File: src/design/ir_code_pulse_unpacker_top_assert.svh
// assertion macros for the ir code pulse unpacker
`ifndef IR_CODE_PULSE_UNPACKER_TOP_ASSERT_SVH
`define IR_CODE_PULSE_UNPACKER_TOP_ASSERT_SVH

// same-cycle implication, checked out of reset
`define ICPU_ASSERT_NOW(label, ante, cons, msg) \
	label: assert property (@(posedge clk) disable iff (!arst_n) (ante) |-> (cons)) \
		else $error(msg);

// next-cycle implication, checked out of reset
`define ICPU_ASSERT_NEXT(label, ante, cons, msg) \
	label: assert property (@(posedge clk) disable iff (!arst_n) (ante) |=> (cons)) \
		else $error(msg);

`endif

File: src/design/icpu_pkg.sv
package icpu_pkg;

	localparam int TABLE_DEPTH_DEF     = 16;
	localparam int MAX_INDEX_WIDTH_DEF = 4;
	localparam int BYTE_BITS           = 8;
	localparam int BIT_CNT_W           = 4;
	localparam int ENTRY_W             = 32;

	// request kinds
	localparam logic REQ_TABLE_LOAD = 1'b0;
	localparam logic REQ_CODE_BYTE  = 1'b1;

	typedef enum logic [1:0] {
		ST_IDLE,
		ST_SHIFT,
		ST_LOOKUP,
		ST_BAD
	} state_t;

	typedef enum logic [2:0] {
		PH_CARRIER,
		PH_COUNT,
		PH_WIDTH,
		PH_ADDR_HI,
		PH_ADDR_LO,
		PH_DATA
	} phase_t;

	typedef struct packed {
		logic        req_type;
		logic [7:0]  code_byte;
		logic [3:0]  entry_index;
		logic [15:0] entry_on_time;
		logic [15:0] entry_off_time;
	} req_t;

	typedef struct packed {
		logic [7:0]  carrier_divider;
		logic        pulsed;
		logic [15:0] on_time;
		logic [15:0] off_time;
		logic        last_pair;
		logic        bad_width;
	} res_t;

	typedef struct packed {
		logic load;
		logic step;
		logic flush;
	} sh_ctl_t;

	typedef struct packed {
		logic done;
		logic last_bit;
		logic empty;
	} sh_stat_t;

endpackage

File: src/design/icpu_ram.sv
module icpu_ram #(
	parameter int WIDTH = icpu_pkg::ENTRY_W,
	parameter int DEPTH = icpu_pkg::TABLE_DEPTH_DEF
) (
	input  logic                     clk,
	input  logic                     wr_en,
	input  logic [$clog2(DEPTH)-1:0] wr_addr,
	input  logic [WIDTH-1:0]         wr_data,
	input  logic                     rd_en,
	input  logic [$clog2(DEPTH)-1:0] rd_addr,
	output logic [WIDTH-1:0]         rd_data
);

	logic [WIDTH-1:0] mem_q [DEPTH];
	logic [WIDTH-1:0] rd_data_q;

	always_ff @(posedge clk) begin
		if (wr_en) begin
			mem_q[wr_addr] <= wr_data;
		end
		if (rd_en) begin
			rd_data_q <= mem_q[rd_addr];
		end
	end

	assign rd_data = rd_data_q;

endmodule

File: src/design/icpu_shifter.sv
module icpu_shifter #(
	parameter int TABLE_DEPTH     = icpu_pkg::TABLE_DEPTH_DEF,
	parameter int MAX_INDEX_WIDTH = icpu_pkg::MAX_INDEX_WIDTH_DEF
) (
	input  logic                                 clk,
	input  logic                                 arst_n,
	input  icpu_pkg::sh_ctl_t                    ctl,
	input  logic [icpu_pkg::BYTE_BITS-1:0]       byte_in,
	input  logic [$clog2(MAX_INDEX_WIDTH+1)-1:0] width,
	output icpu_pkg::sh_stat_t                   stat,
	output logic [$clog2(TABLE_DEPTH)-1:0]       index
);

	localparam int AW = $clog2(TABLE_DEPTH);
	localparam int WW = $clog2(MAX_INDEX_WIDTH + 1);

	logic [icpu_pkg::BYTE_BITS-1:0] byte_q;
	logic [icpu_pkg::BIT_CNT_W-1:0] bits_left_q;
	logic [AW-1:0]                  acc_q;
	logic [WW-1:0]                  pbits_q;

	logic [AW:0]   acc_dbl;
	logic [AW-1:0] acc_next;
	logic [WW-1:0] pbits_inc;

	// index kept reduced modulo the table depth one bit at a time
	always_comb begin
		acc_dbl = {acc_q, byte_q[icpu_pkg::BYTE_BITS-1]};
		if (acc_dbl >= (AW+1)'(TABLE_DEPTH)) begin
			acc_next = AW'(acc_dbl - (AW+1)'(TABLE_DEPTH));
		end else begin
			acc_next = AW'(acc_dbl);
		end
		pbits_inc = pbits_q + WW'(1);
	end

	assign stat.done     = ctl.step && (pbits_inc >= width);
	assign stat.last_bit = (bits_left_q == icpu_pkg::BIT_CNT_W'(1));
	assign stat.empty    = (bits_left_q == '0);
	assign index         = acc_next;

	always_ff @(posedge clk or negedge arst_n) begin
		if (!arst_n) begin
			bits_left_q <= '0;
			acc_q       <= '0;
			pbits_q     <= '0;
		end else if (ctl.flush) begin
			bits_left_q <= '0;
			acc_q       <= '0;
			pbits_q     <= '0;
		end else if (ctl.load) begin
			bits_left_q <= icpu_pkg::BIT_CNT_W'(icpu_pkg::BYTE_BITS);
		end else if (ctl.step) begin
			bits_left_q <= bits_left_q - icpu_pkg::BIT_CNT_W'(1);
			if (stat.done) begin
				acc_q   <= '0;
				pbits_q <= '0;
			end else begin
				acc_q   <= acc_next;
				pbits_q <= pbits_inc;
			end
		end
	end

	always_ff @(posedge clk) begin
		if (ctl.load) begin
			byte_q <= byte_in;
		end else if (ctl.step) begin
			byte_q <= {byte_q[icpu_pkg::BYTE_BITS-2:0], 1'b0};
		end
	end

endmodule

File: src/design/ir_code_pulse_unpacker_top.sv
// ir code pulse unpacker: takes code stream bytes and timing table loads on the
// req channel and returns one on/off pair per packed table index on the res
// channel. a table load or a legal header byte is taken with no stall; a bad
// width byte holds the input while its error result is loaded. a data byte is
// unpacked msb first through a bit shifter, one bit per cycle except while a
// completed index waits on its registered timing table read, and it holds the
// input until all its bits are shifted and every index completed in it is looked
// up. on the byte that ends the code the shifter stops at the final index and the
// leftover bits are dropped. a result waits in the output register while the res
// side stalls; the shifter pauses until the register is free. a bad header width
// gives one result with bad_width set and parsing restarts at the carrier byte.
`include "ir_code_pulse_unpacker_top_assert.svh"

module ir_code_pulse_unpacker_top #(
	parameter int TABLE_DEPTH     = icpu_pkg::TABLE_DEPTH_DEF,
	parameter int MAX_INDEX_WIDTH = icpu_pkg::MAX_INDEX_WIDTH_DEF
) (
	input  logic           clk,
	input  logic           arst_n,
	input  logic           req_valid,
	output logic           req_stall,
	input  icpu_pkg::req_t req_data,
	output logic           res_valid,
	input  logic           res_stall,
	output icpu_pkg::res_t res_data
);

	localparam int AW = $clog2(TABLE_DEPTH);
	localparam int WW = $clog2(MAX_INDEX_WIDTH + 1);

	// control state
	icpu_pkg::state_t state_q, state_nxt;
	icpu_pkg::phase_t phase_q;

	// header fields of the current code
	logic [7:0]    carrier_q;
	logic [7:0]    pairs_q;
	logic [WW-1:0] width_q;

	// output register
	icpu_pkg::res_t res_q;
	logic           res_valid_q;

	// handshake and decode
	logic in_xfer, code_xfer, load_xfer, out_free, width_bad, last_now;
	logic [7:0] b;
	logic width_ok;

	// datapath control
	icpu_pkg::sh_ctl_t  sh_ctl;
	icpu_pkg::sh_stat_t sh_stat;
	logic [AW-1:0]      sh_index;
	logic               ram_wr_en, ram_rd_en;
	logic [31:0]        ram_rd_data;
	logic               out_load;
	icpu_pkg::res_t     out_next;

	assign req_stall = (state_q != icpu_pkg::ST_IDLE);
	assign in_xfer   = req_valid && !req_stall;
	assign code_xfer = in_xfer && (req_data.req_type == icpu_pkg::REQ_CODE_BYTE);
	assign load_xfer = in_xfer && (req_data.req_type == icpu_pkg::REQ_TABLE_LOAD);
	assign b         = req_data.code_byte;
	assign width_bad = (b == 8'd0) || (int'(b) > MAX_INDEX_WIDTH);
	assign out_free  = !res_valid_q || !res_stall;
	// this pair ends the code
	assign last_now  = (pairs_q == 8'd1);
	// stored width is legal
	assign width_ok  = (width_q != '0) && (int'(width_q) <= MAX_INDEX_WIDTH);

	// next state
	always_comb begin
		state_nxt = state_q;
		case (state_q)
			icpu_pkg::ST_IDLE: begin
				if (code_xfer && phase_q == icpu_pkg::PH_WIDTH && width_bad) begin
					state_nxt = icpu_pkg::ST_BAD;
				end else if (code_xfer && phase_q == icpu_pkg::PH_DATA) begin
					state_nxt = icpu_pkg::ST_SHIFT;
				end
			end
			icpu_pkg::ST_SHIFT: begin
				if (sh_stat.done) begin
					state_nxt = icpu_pkg::ST_LOOKUP;
				end else if (sh_stat.last_bit) begin
					state_nxt = icpu_pkg::ST_IDLE;
				end
			end
			icpu_pkg::ST_LOOKUP: begin
				if (out_free) begin
					if (last_now || sh_stat.empty) begin
						state_nxt = icpu_pkg::ST_IDLE;
					end else begin
						state_nxt = icpu_pkg::ST_SHIFT;
					end
				end
			end
			icpu_pkg::ST_BAD: begin
				if (out_free) begin
					state_nxt = icpu_pkg::ST_IDLE;
				end
			end
			default: begin
				state_nxt = icpu_pkg::ST_IDLE;
			end
		endcase
	end

	// outputs of the state machine
	always_comb begin
		sh_ctl    = '0;
		ram_wr_en = 1'b0;
		ram_rd_en = 1'b0;
		out_load  = 1'b0;
		out_next  = '0;
		out_next.carrier_divider = carrier_q;
		out_next.pulsed          = (carrier_q != 8'd0);
		case (state_q)
			icpu_pkg::ST_IDLE: begin
				// entries beyond the table are dropped
				ram_wr_en = load_xfer && (int'(req_data.entry_index) < TABLE_DEPTH);
				if (code_xfer) begin
					case (phase_q)
						icpu_pkg::PH_CARRIER: sh_ctl.flush = 1'b1;
						icpu_pkg::PH_WIDTH:   sh_ctl.flush = width_bad;
						icpu_pkg::PH_DATA:    sh_ctl.load  = 1'b1;
						default:              sh_ctl.flush = 1'b0;
					endcase
				end
			end
			icpu_pkg::ST_SHIFT: begin
				sh_ctl.step = 1'b1;
				// index complete: start the table read
				ram_rd_en   = sh_stat.done;
			end
			icpu_pkg::ST_LOOKUP: begin
				out_load           = out_free;
				out_next.on_time   = ram_rd_data[31:16];
				out_next.off_time  = ram_rd_data[15:0];
				out_next.last_pair = last_now;
				// leftover bits of the final byte are thrown away
				sh_ctl.flush       = out_free && last_now;
			end
			icpu_pkg::ST_BAD: begin
				out_load           = out_free;
				out_next.bad_width = 1'b1;
			end
			default: begin
				out_load = 1'b0;
			end
		endcase
	end

	always_ff @(posedge clk or negedge arst_n) begin
		if (!arst_n) begin
			state_q     <= icpu_pkg::ST_IDLE;
			phase_q     <= icpu_pkg::PH_CARRIER;
			carrier_q   <= '0;
			pairs_q     <= '0;
			width_q     <= '0;
			res_valid_q <= 1'b0;
		end else begin
			state_q <= state_nxt;

			// header parsing, one byte per transfer
			if (code_xfer) begin
				case (phase_q)
					icpu_pkg::PH_CARRIER: begin
						carrier_q <= b;
						phase_q   <= icpu_pkg::PH_COUNT;
					end
					icpu_pkg::PH_COUNT: begin
						pairs_q <= b;
						phase_q <= icpu_pkg::PH_WIDTH;
					end
					icpu_pkg::PH_WIDTH: begin
						if (width_bad) begin
							phase_q <= icpu_pkg::PH_CARRIER;
						end else begin
							width_q <= WW'(b);
							phase_q <= icpu_pkg::PH_ADDR_HI;
						end
					end
					icpu_pkg::PH_ADDR_HI: begin
						phase_q <= icpu_pkg::PH_ADDR_LO;
					end
					icpu_pkg::PH_ADDR_LO: begin
						// a code with no pairs ends here
						phase_q <= (pairs_q == 8'd0) ? icpu_pkg::PH_CARRIER
						                             : icpu_pkg::PH_DATA;
					end
					icpu_pkg::PH_DATA: begin
						phase_q <= icpu_pkg::PH_DATA;
					end
					default: begin
						phase_q <= icpu_pkg::PH_CARRIER;
					end
				endcase
			end

			// pair emitted
			if (state_q == icpu_pkg::ST_LOOKUP && out_load) begin
				pairs_q <= pairs_q - 8'd1;
				if (last_now) begin
					phase_q <= icpu_pkg::PH_CARRIER;
				end
			end

			if (out_load) begin
				res_valid_q <= 1'b1;
			end else if (!res_stall) begin
				res_valid_q <= 1'b0;
			end
		end
	end

	always_ff @(posedge clk) begin
		if (out_load) begin
			res_q <= out_next;
		end
	end

	assign res_valid = res_valid_q;
	assign res_data  = res_q;

	icpu_shifter #(
		.TABLE_DEPTH    (TABLE_DEPTH),
		.MAX_INDEX_WIDTH(MAX_INDEX_WIDTH)
	) u_shifter (
		.clk    (clk),
		.arst_n (arst_n),
		.ctl    (sh_ctl),
		.byte_in(b),
		.width  (width_q),
		.stat   (sh_stat),
		.index  (sh_index)
	);

	icpu_ram #(
		.WIDTH(icpu_pkg::ENTRY_W),
		.DEPTH(TABLE_DEPTH)
	) u_table (
		.clk    (clk),
		.wr_en  (ram_wr_en),
		.wr_addr(AW'(req_data.entry_index)),
		.wr_data({req_data.entry_on_time, req_data.entry_off_time}),
		.rd_en  (ram_rd_en),
		.rd_addr(sh_index),
		.rd_data(ram_rd_data)
	);

	// a result never overwrites one that is still waiting
	`ICPU_ASSERT_NOW(a_out_load_free, out_load, (!res_valid || !res_stall), "result overwritten")
	// a table read is always followed by the lookup state
	`ICPU_ASSERT_NEXT(a_read_lookup, ram_rd_en, (state_q == icpu_pkg::ST_LOOKUP), "read lost")
	// data bytes are only unpacked with a legal index width
	`ICPU_ASSERT_NOW(a_data_width, (phase_q == icpu_pkg::PH_DATA), width_ok, "illegal data width")

endmodule

File: config.mk
export PLATFORM = sky130hd
export DESIGN_NAME = ir_code_pulse_unpacker_top
export DESIGN_NICKNAME = d
export VERILOG_FILES = /design/src/design/icpu_pkg.sv /design/src/design/icpu_ram.sv /design/src/design/icpu_shifter.sv /design/src/design/ir_code_pulse_unpacker_top.sv
export VERILOG_INCLUDE_DIRS = /design/src /design/src/design
export SDC_FILE = /design/constraint.sdc
export NUM_CORES = 1
export LEC_CHECK = 0
export BUFFER_PORTS_ARGS = -buffer_cell sky130_fd_sc_hd__buf_4
export CAP_MARGIN = 25
export CORE_MARGIN = 3
export CORE_UTILIZATION = 55
export CTS_BUF_LIST = sky130_fd_sc_hd__clkbuf_8
export CTS_CLUSTER_SIZE = 20
export DETAILED_ROUTE_END_ITERATION = 6
export PLACE_DENSITY = 0.72
export SYNTH_ARGS = -nofsm -noshare
export SYNTH_HDL_FRONTEND = slang
export SYNTH_HIERARCHICAL = 1
export SYNTH_SLANG_ARGS = --single-unit
File: constraint.sdc
create_clock -name clk -period 5.2 [get_ports clk]
set_input_delay 0.52 -clock clk [delete_from_list [all_inputs] [get_ports clk]]
set_output_delay 0.52 -clock clk [all_outputs]
set_load 0.02 [all_outputs]
; Yosys cells after proc, flatten, opt, wreduce, memory -nomap -nowiden
; Memory sizes are Yosys's and may differ from the RTL's. A register that Yosys moved wholly into a read port is not among the register bits.
; Index checks and enable logic that the tools add are counted.
[totals]
regBits = 87
mem_bits_rw = 512
in_bits = 49
output_inout_bits = 45
elab_cells = 121
mem_count = 1
[mem_list]
columns = name, words, word_bits, rd, rd_clocked_by_memory_dff, wr, line_no
row1 = u_table.mem_q, 16, 32, 1, 1, 1, icpu_ram.sv:14  ; logic [WIDTH-1:0] mem_q [DEPTH];
[classes]
n_addsub = 4
order_cmp = 3
eq_ne = 16
muxes = 46
bitwise_logic = 2
reduce_logical = 33
[ops]
columns = cell, count
row1 = $mux 8, 5
row2 = $mux 4, 8
row3 = $mux 3, 8
row4 = $pmux 3 s6, 1
row5 = $logic_not 8->1, 2
row6 = $mux 1, 14
row7 = $mux 2, 7
row8 = $reduce_bool 2->1, 5
row9 = $logic_and 1x1->1, 9
row10 = $eq 8x1->1 const B, 1
row11 = $gt 8x3->1 const B, 1
row12 = $pmux 2 s4, 1
row13 = $reduce_bool 8->1, 1
row14 = $sub 4x1->4 const B, 2
row15 = $sub 8x1->8 const B, 1
row16 = $eq 3x2->1 const B, 2
row17 = $eq 3x3->1 const B, 2
row18 = $ne 2x2->1 const B, 3
row19 = $ne 3x3->1 const B, 2
row20 = $reduce_and 2->1, 3
row21 = $ge 5x5->1 const B, 1
row22 = $eq 2x2->1 const B, 2
row23 = $eq 4x1->1 const B, 1
row24 = $logic_not 4->1, 1
row25 = 15 further kinds, 21

; Logic depth before layout (Yosys ltp)
; Gate-level depths: netlist (run 1).
[logic_depth]
depth_word = 8
depth_mapped = 10
depth_no_buf = 10

; Cells and area by module
; Netlist (run 1), hierarchy kept.
[modules_own_cells]
columns = module, n_inst, cells_per_inst, area_each_um2, seq_area_each_um2
row1 = icpu_ram, 1, 838, 20155.6, 16335.7
row2 = ir_code_pulse_unpacker_top, 1, 213, 2936.6, 1916.8
row3 = icpu_shifter, 1, 84, 980.9, 490.5

; Least setup slack after synthesis (run 1)
; No wires, ideal clock.
[synth_timing]
kind = reg-to-reg
start = register state_q[1]
end = memory u_table/mem_q[0][0] in the netlist's numbering (enable)
setup_time_ns = 0.461
arrival_ns = 3.853
required_ns = 4.739
path_slack_ns = 0.886
stages_incl_launch_ff = 5
path_buffers = 0
synth_period_minus_slack_ns = 4.314
cell_sequence = dfrtp_1 -> or2_2 -> nor3b_1 -> or3b_2 -> nor3_1
[synth_via]
elab_chain_cells = 7
elab_cells_between_ends = 8
cone_classes = 3 x mux / 5 x reduce/logical
[synth_lines]
columns = element, line_no
row1 = "start, declared", ir_code_pulse_unpacker_top.sv:32  ; icpu_pkg::state_t state_q, state_nxt;
row2 = "start signal, assigned", ir_code_pulse_unpacker_top.sv:155  ; state_q <= icpu_pkg::ST_IDLE;
row3 = "start signal, assigned", ir_code_pulse_unpacker_top.sv:162  ; state_q <= state_nxt;
row4 = $reduce_bool 2->1, ir_code_pulse_unpacker_top.sv:58  ; assign req_stall = (state_q != icpu_pkg::ST_IDLE);
row5 = net req_stall, ir_code_pulse_unpacker_top.sv:21  ; output logic req_stall,
row6 = $logic_not 1->1, ir_code_pulse_unpacker_top.sv:59  ; assign in_xfer = req_valid && !req_stall;
row7 = $logic_and 1x1->1, ir_code_pulse_unpacker_top.sv:59
row8 = $logic_and 1x1->1, ir_code_pulse_unpacker_top.sv:61  ; assign load_xfer = in_xfer && (req_data.req_type == icpu_pkg::REQ_TABLE_LOAD);
row9 = $mux 1, ir_code_pulse_unpacker_top.sv:117  ; case (state_q)
row10 = net ram_wr_en, ir_code_pulse_unpacker_top.sv:53  ; logic ram_wr_en, ram_rd_en;
row11 = $mux 1, icpu_ram.sv:18  ; if (wr_en) begin
row12 = $mux 1 (implied by the code), icpu_ram.sv:19  ; mem_q[wr_addr] <= wr_data;
row13 = "end, declared", icpu_ram.sv:14
; The timed path passes the listed nets, and every way through them passes these cells.

; Worst setup path in the final report (run 1)
[layout_timing]
start = register state_q[1]
end = memory u_table/mem_q[9][2] in the netlist's numbering (enable)
[layout_via]
elab_chain_cells = 7
elab_cells_between_ends = 8
cone_classes = 3 x mux / 5 x reduce/logical
[layout_lines]
columns = element, line_no
row1 = $reduce_bool 2->1, ir_code_pulse_unpacker_top.sv:58
row2 = $logic_not 1->1, ir_code_pulse_unpacker_top.sv:59
row3 = $logic_and 1x1->1, ir_code_pulse_unpacker_top.sv:59
row4 = $logic_and 1x1->1, ir_code_pulse_unpacker_top.sv:61
row5 = $mux 1 (*), ir_code_pulse_unpacker_top.sv:117
row6 = net ram_wr_en, ir_code_pulse_unpacker_top.sv:53
row7 = $mux 1 (*), icpu_ram.sv:18
row8 = $mux 1 (implied by the code) (*), icpu_ram.sv:19
; The timed path passes the listed nets; every way through them passes the cells marked *.

==> results of run 1 <==
[worst max-delay path, cell delays in order, from the launching register on]
cell and delay, ns:
dfrtp_1 0.46, or2_2 0.35, nor3b_1 0.74, nand3b_1 0.45, nor2_4 0.71, buf_4 0.44
[cell usage after synthesis, types with 3 or more instances]
cell type  count  area, sq um
nand3b_1       4         30.0
nor3b_1        3         22.5
buf_4         12         90.1
mux4_2       128         2880
buf_2         11         55.1
ha_1          10          125
inv_1          7         26.3
and2_1        37          231
a21oi_1       11         55.1
edfxtp_1     595        17900
nor3_1        10         50.1
mux2_4         3         45.0
mux2_2        16          180
buf_1         10         37.5
nand3_1        9         45.0
nand2b_1       9         56.3
nor2b_1        5         31.3
nand4_1        3         18.8
a22oi_1       65          488
o21ai_0        3         15.0
dfrtp_1       35          876
nand2_1       53          199
a31oi_1        3         18.8
nor2_1        26         97.6
clkbuf_1      23         86.3
[routing by layer]
| layer | up-vias | wire [um] | global-route usage (%) | part of all wire (%) |
|---|---|---|---|---|
| met3 | 88 | 2700 | 4.79 | 5.7 |
| met2 | 352 | 23700 | 33.7 | 50 |
| met4 | 2 | 1080 | 6.83 | 2.3 |
| met1 | 6095 | 19700 | 28.9 | 42 |
| li1 | 5046 | - | - | - |
| met5 | - | 7 | 0 | 0.015 |
[layout make-up]
type / instances / area share [%]
Clock inverter: 74 / 1.36
Tap cell: 585 / 2.66
Inverter: 7 / 0.0954
Timing Repair Buffer: 124 / 4.07
Clock buffer: 99 / 4.95
Multi-Input combinational cell: 441 / 18.8
Sequential cell: 630 / 68.1
[where the power goes]
part / leakage (nW) / internal, mW / total, mW / switching, mW
Clock: 1.01 / 1.83 / 3.69 / 1.86
Sequential: 5.83 / 5.92 / 6.06 / 0.143
Combinational: 2.25 / 0.974 / 1.99 / 1.01
[final timing paths]
| check | start | endpoint | slack [ns] | cells past startpoint |
|---|---|---|---|---|
| min | req_data[42] | pairs_q[6] | 0.11 | 3 |
| min reg2reg | carrier_q[6] | res_data[41] | 0.48 | 0 |
| max in group asynchronous | arst_n | u_shifter/acc_q[0] | 4.50 | 2 |
| min in group asynchronous | arst_n | state_q[1] | 0.35 | 2 |
| max | state_q[1] | u_table/mem_q[9][2] | 1.68 | 5 |
| max reg2reg | state_q[1] | u_table/mem_q[9][2] | 1.68 | 5 |
[state kept, by name, summed over array words and instances (netlist names)]
signal / flops
res_data: 43
u_shifter/bits_left_q: 4
u_shifter/byte_q: 8
u_table/rd_data: 32
pairs_q: 8
width_q: 3
u_shifter/pbits_q: 3
u_shifter/acc_q: 3
res_valid: 1
carrier_q: 8
state_q: 2
phase_q: 3
u_table/mem_q: 512
[logic make-up (layout without fill, tap and decap cells)]
family,Yosys count,after routing
mux,147,147
fa+ha+maj,10,10
flops,630,630
compound gates,103,103
xor+xnor,3,3
buf+inv,64,304
simple gates,178,178
[repair_timing]
action | in CTS | in global routing
setup buffers | 0 | 0
hold buffers | 1 | 0
endpoints found under the hold margin | 35 | 0
==> results.tsv, run 1 <==
metric	value	unit
first-pass GRT wire length	73400	um
# fillers	2954	
post-synthesis mux area share	12.9	%
1st-iter DRT viols	1023	
Crit Path Class	reg -> reg	
most frequent cells in the layout	edfxtp_1, mux4_2, buf_4	
Slew Limit Fails	0	
Worst Hold Class	in -> reg	
area grow syn2layout	14.4	%
Max Clk Rate	284	MHz
DP HPWL	27600	um
die area	0.0463	sq mm
Post-synth ARST share	5.56	%
diode count	0	
worst hold slack	0.113	ns
Place WS	1.72	ns
drt pass-1 iters	5	
Die Y	215	um
cts repair resizes	0	
placed instance area	0.0257	sq mm
final hold violation count	0	
Via Count	11600	
commonest non-fill, non-tap cell in the layout	edfxtp_1	
# setup viols final	0	
number of synthesized flops with an enable pin	595	
Slew headroom	30.3	%
vias in the first global route	12100	
Unique masters post-synth	58	
proportion of layout cells with a drive suffix above 1	31.4	%
setup ws final	1.68	ns
core area	0.0432	sq mm
ANT nets after route	0	
CTS tree	done	
dominant synthesized flop cell	edfxtp_1	
flops & latches, synth	630	
clock root buffer	clkbuf_8	
largest family of logic cells by synthesized area	multiplexers	
CP Data Required Time	5.52	ns
htree depth	3	
Cells after DPL	1781	
worst-skew pair later-pin latency	0.68	ns
worst-margin pin slew	1.04	ns
Clock Skews	0.0352	ns
xor/xnor share of the synthesized area	0.109	%
CP Capture Type	flop	
antenna violations before repair	1	
worst-case clock buffer depth	3	
Final Util	63.8	%
CP Launch Type	flop	
max-cap violation count	0	
per-cell routed wire length	24.1	um
Worst Path Arrival	3.84	ns
fin crit share	67.8	%
crit-path max FO	17	
I/O Buffers	93	
synthesized area per cell	21.2	sq um
number of I/O pins	94	
Seq/Total Area, Yosys	77.9	%
TritonCTS Buffers	97	
area share of fa/ha/maj cells after synthesis	0.520	%
nets	1360	
Max rail drop VDD	0.247	mV
minimum clock period	3.52	ns
post-synthesis simple-gate area fraction	4.15	%
status	finished clean	
Seq. cell area	0.0187	sq mm
total wire length	47100	um
GPL Wtd Cong	0.745	
Die Wd	215	um
GRT Util Overall	20.9	%
Vias/cell	5.91	
total gr overflow	0	
leakage dissipation	9.09	nW
Ys Warns	6	
clock-pin slew on the worst setup and hold paths	0.06	ns
Post-Synthesis Cells	1135	
DRC Markers	0	
Non-Filler Instances	1960	
Synth Area in Compound Gates	3.18	%
clk sink count	630	
std cell rows	76	
RSZ-0062 raised after global routing	false	
area of the multi-input gates	0.00517	sq mm
pwr/cell area	427	mW/mm^2
synthesized cell area	0.0241	sq mm
initial core utilization	55.8	%
final setup TNS	0	ns
Tot Pwr	11.7	mW
Post-Syn Nets	1194	
largest net degree at the start of global routing	59	
Design Area, Final	0.0275	sq mm
(Power assumes the default switching activity.)
==> run 2: changes to the inputs <==
==> constraint.sdc (replaced) <==
create_clock -name clk -period 3.7 [get_ports clk]
set_input_delay 0.37 -clock clk [delete_from_list [all_inputs] [get_ports clk]]
set_output_delay 0.37 -clock clk [all_outputs]
set_load 0.02 [all_outputs]
==> results.tsv, run 2 (synthesis results as in run 1) <==
metric	value	unit	change
per-cell routed wire length	24.6	um	was 24.1 um
number of I/O pins	94		unchanged
core area	0.0432	sq mm	unchanged
total gr overflow	0		unchanged
TritonCTS Buffers	98		was 97
Worst Path Arrival	3.10	ns	was 3.84 ns
area grow syn2layout	16.4	%	was 14.4%
most frequent cells in the layout	edfxtp_1, buf_4, mux4_2		was edfxtp_1, mux4_2, buf_4
area of the multi-input gates	0.00519	sq mm	was 0.00517 sq mm
Max rail drop VDD	0.308	mV	was 0.247 mV
Via Count	11900		was 11600
minimum clock period	2.82	ns	was 3.52 ns
DRC Markers	0		unchanged
CP Launch Type	flop		unchanged
std cell rows	76		unchanged
drt pass-1 iters	5		unchanged
vias in the first global route	12600		was 12100
Slew Limit Fails	0		unchanged
nets	1417		was 1360
pwr/cell area	593	mW/mm^2	was 427 mW/mm^2
antenna violations before repair	1		unchanged
final hold violation count	0		unchanged
CTS tree	done		unchanged
initial core utilization	55.8	%	unchanged
final setup TNS	0	ns	unchanged
max-cap violation count	0		unchanged
crit-path max FO	33		was 17
status	finished clean		unchanged
RSZ-0062 raised after global routing	false		unchanged
clock-pin slew on the worst setup and hold paths	0.06	ns	about the same
largest reg by FF count	u_table/mem_q		unchanged
worst-case clock buffer depth	3		unchanged
worst-margin pin slew	1.08	ns	was 1.04 ns
proportion of layout cells with a drive suffix above 1	30.6	%	was 31.4%
total wire length	49800	um	was 47100 um
# fillers	2922		was 2954
first-pass GRT wire length	76800	um	was 73400 um
Die Y	215	um	unchanged
GPL Wtd Cong	0.777		was 0.745
Final Util	64.9	%	was 63.8%
Clock Skews	0.0345	ns	was 0.0352 ns
# setup viols final	0		unchanged
Die Wd	215	um	unchanged
Vias/cell	5.88		was 5.91
max reg flops	512		unchanged
I/O Buffers	93		unchanged
Slew headroom	27.7	%	was 30.3%
worst-skew pair later-pin latency	0.68	ns	about the same
Crit Path Class	reg -> reg		unchanged
Max Clk Rate	355	MHz	was 284 MHz
Worst Hold Class	in -> reg		unchanged
Seq. cell area	0.0187	sq mm	unchanged
htree depth	3		unchanged
ANT nets after route	0		unchanged
commonest non-fill, non-tap cell in the layout	edfxtp_1		unchanged
GRT Util Overall	22.2	%	was 20.9%
largest net degree at the start of global routing	49		was 59
die area	0.0463	sq mm	unchanged
CP Capture Type	flop		unchanged
worst hold slack	0.0544	ns	was 0.113 ns
fin crit share	76.2	%	was 67.8%
leakage dissipation	9.38	nW	was 9.09 nW
clock root buffer	clkbuf_8		unchanged
clk sink count	630		unchanged
CP Data Required Time	3.98	ns	was 5.52 ns
DP HPWL	28900	um	was 27600 um
1st-iter DRT viols	1212		was 1023
==> run 2: worst max-delay path, stage by stage (launching register included) <==
cell and delay [ns]:
dfrtp_1 0.41, ha_1 0.22, nand2b_1 0.09, nand2_1 0.06, ha_1 0.33, a21o_1 0.17
a31oi_4 0.06, and2b_2 0.24, and2_2 0.82
==> run 2: worst paths after layout <==
path,startpoint,to,slack [ns],cells after the start
worst max-delay path,u_shifter/pbits_q[0],u_table/rd_data[16],0.88,8
worst min-delay path,req_data[0],u_table/mem_q[11][0],0.05,1
worst max register to register,u_shifter/pbits_q[0],u_table/rd_data[16],0.88,8
worst min register to register,carrier_q[6],res_data[41],0.47,0
max in group asynchronous,arst_n,u_shifter/acc_q[0],3.13,2
min in group asynchronous,arst_n,carrier_q[6],0.21,2
==> run 2: area by class of cell <==
type	count	share of cell area [%]
flip-flops and latches	630	66.9
multi-input cells	441	18.5
repair buffers	180	5.50
clock buffers	105	5.16
well taps	585	2.61
clock inverters	72	1.24
inverters	7	0.0937
diodes	1	0.00893
==> run 2: metrics by stage <==
stage | setup WS [ns] | cell area [sq um] | power [mW] | instances
2_1_floorplan | 0.258 | 24100 | 10.7 | 1135
3_3_place_gp | 0.920 | 25800 | 11.5 | 1801
3_5_place_dp | 0.839 | 25800 | 11.5 | 1801
4_1_cts | 0.841 | 28000 | 16.8 | 2019
5_1_grt | 0.662 | 28000 | 17.4 | 2021
6_report | 0.881 | 28000 | 16.6 | 2021
==> run 2: metal layers <==
metal / vias to the layer above / global-route usage [%] / part of all wire (%)
met5: - / 0 / 0
li1: 5159 / - / -
met2: 378 / 35.0 / 49
met4: 0 / 7.36 / 2.4
met1: 6279 / 31.8 / 43
met3: 75 / 4.24 / 5.8
==> run 2: power breakdown <==
| part | switching, mW | total, mW | internal (mW) | leakage, nW |
|---|---|---|---|---|
| clock network | 2.57 | 5.26 | 2.69 | 1.06 |
| registers | 0.200 | 8.53 | 8.33 | 5.83 |
| logic | 1.46 | 2.84 | 1.38 | 2.48 |
| total | 4.23 | 16.6 | 12.4 | 9.38 |
==> run 2: repair_timing <==
item                                   CTS  global route
resized for setup                        0             0
buffers inserted                         0             0
endpoints found under the hold margin  494             0
hold buffers                            41             0
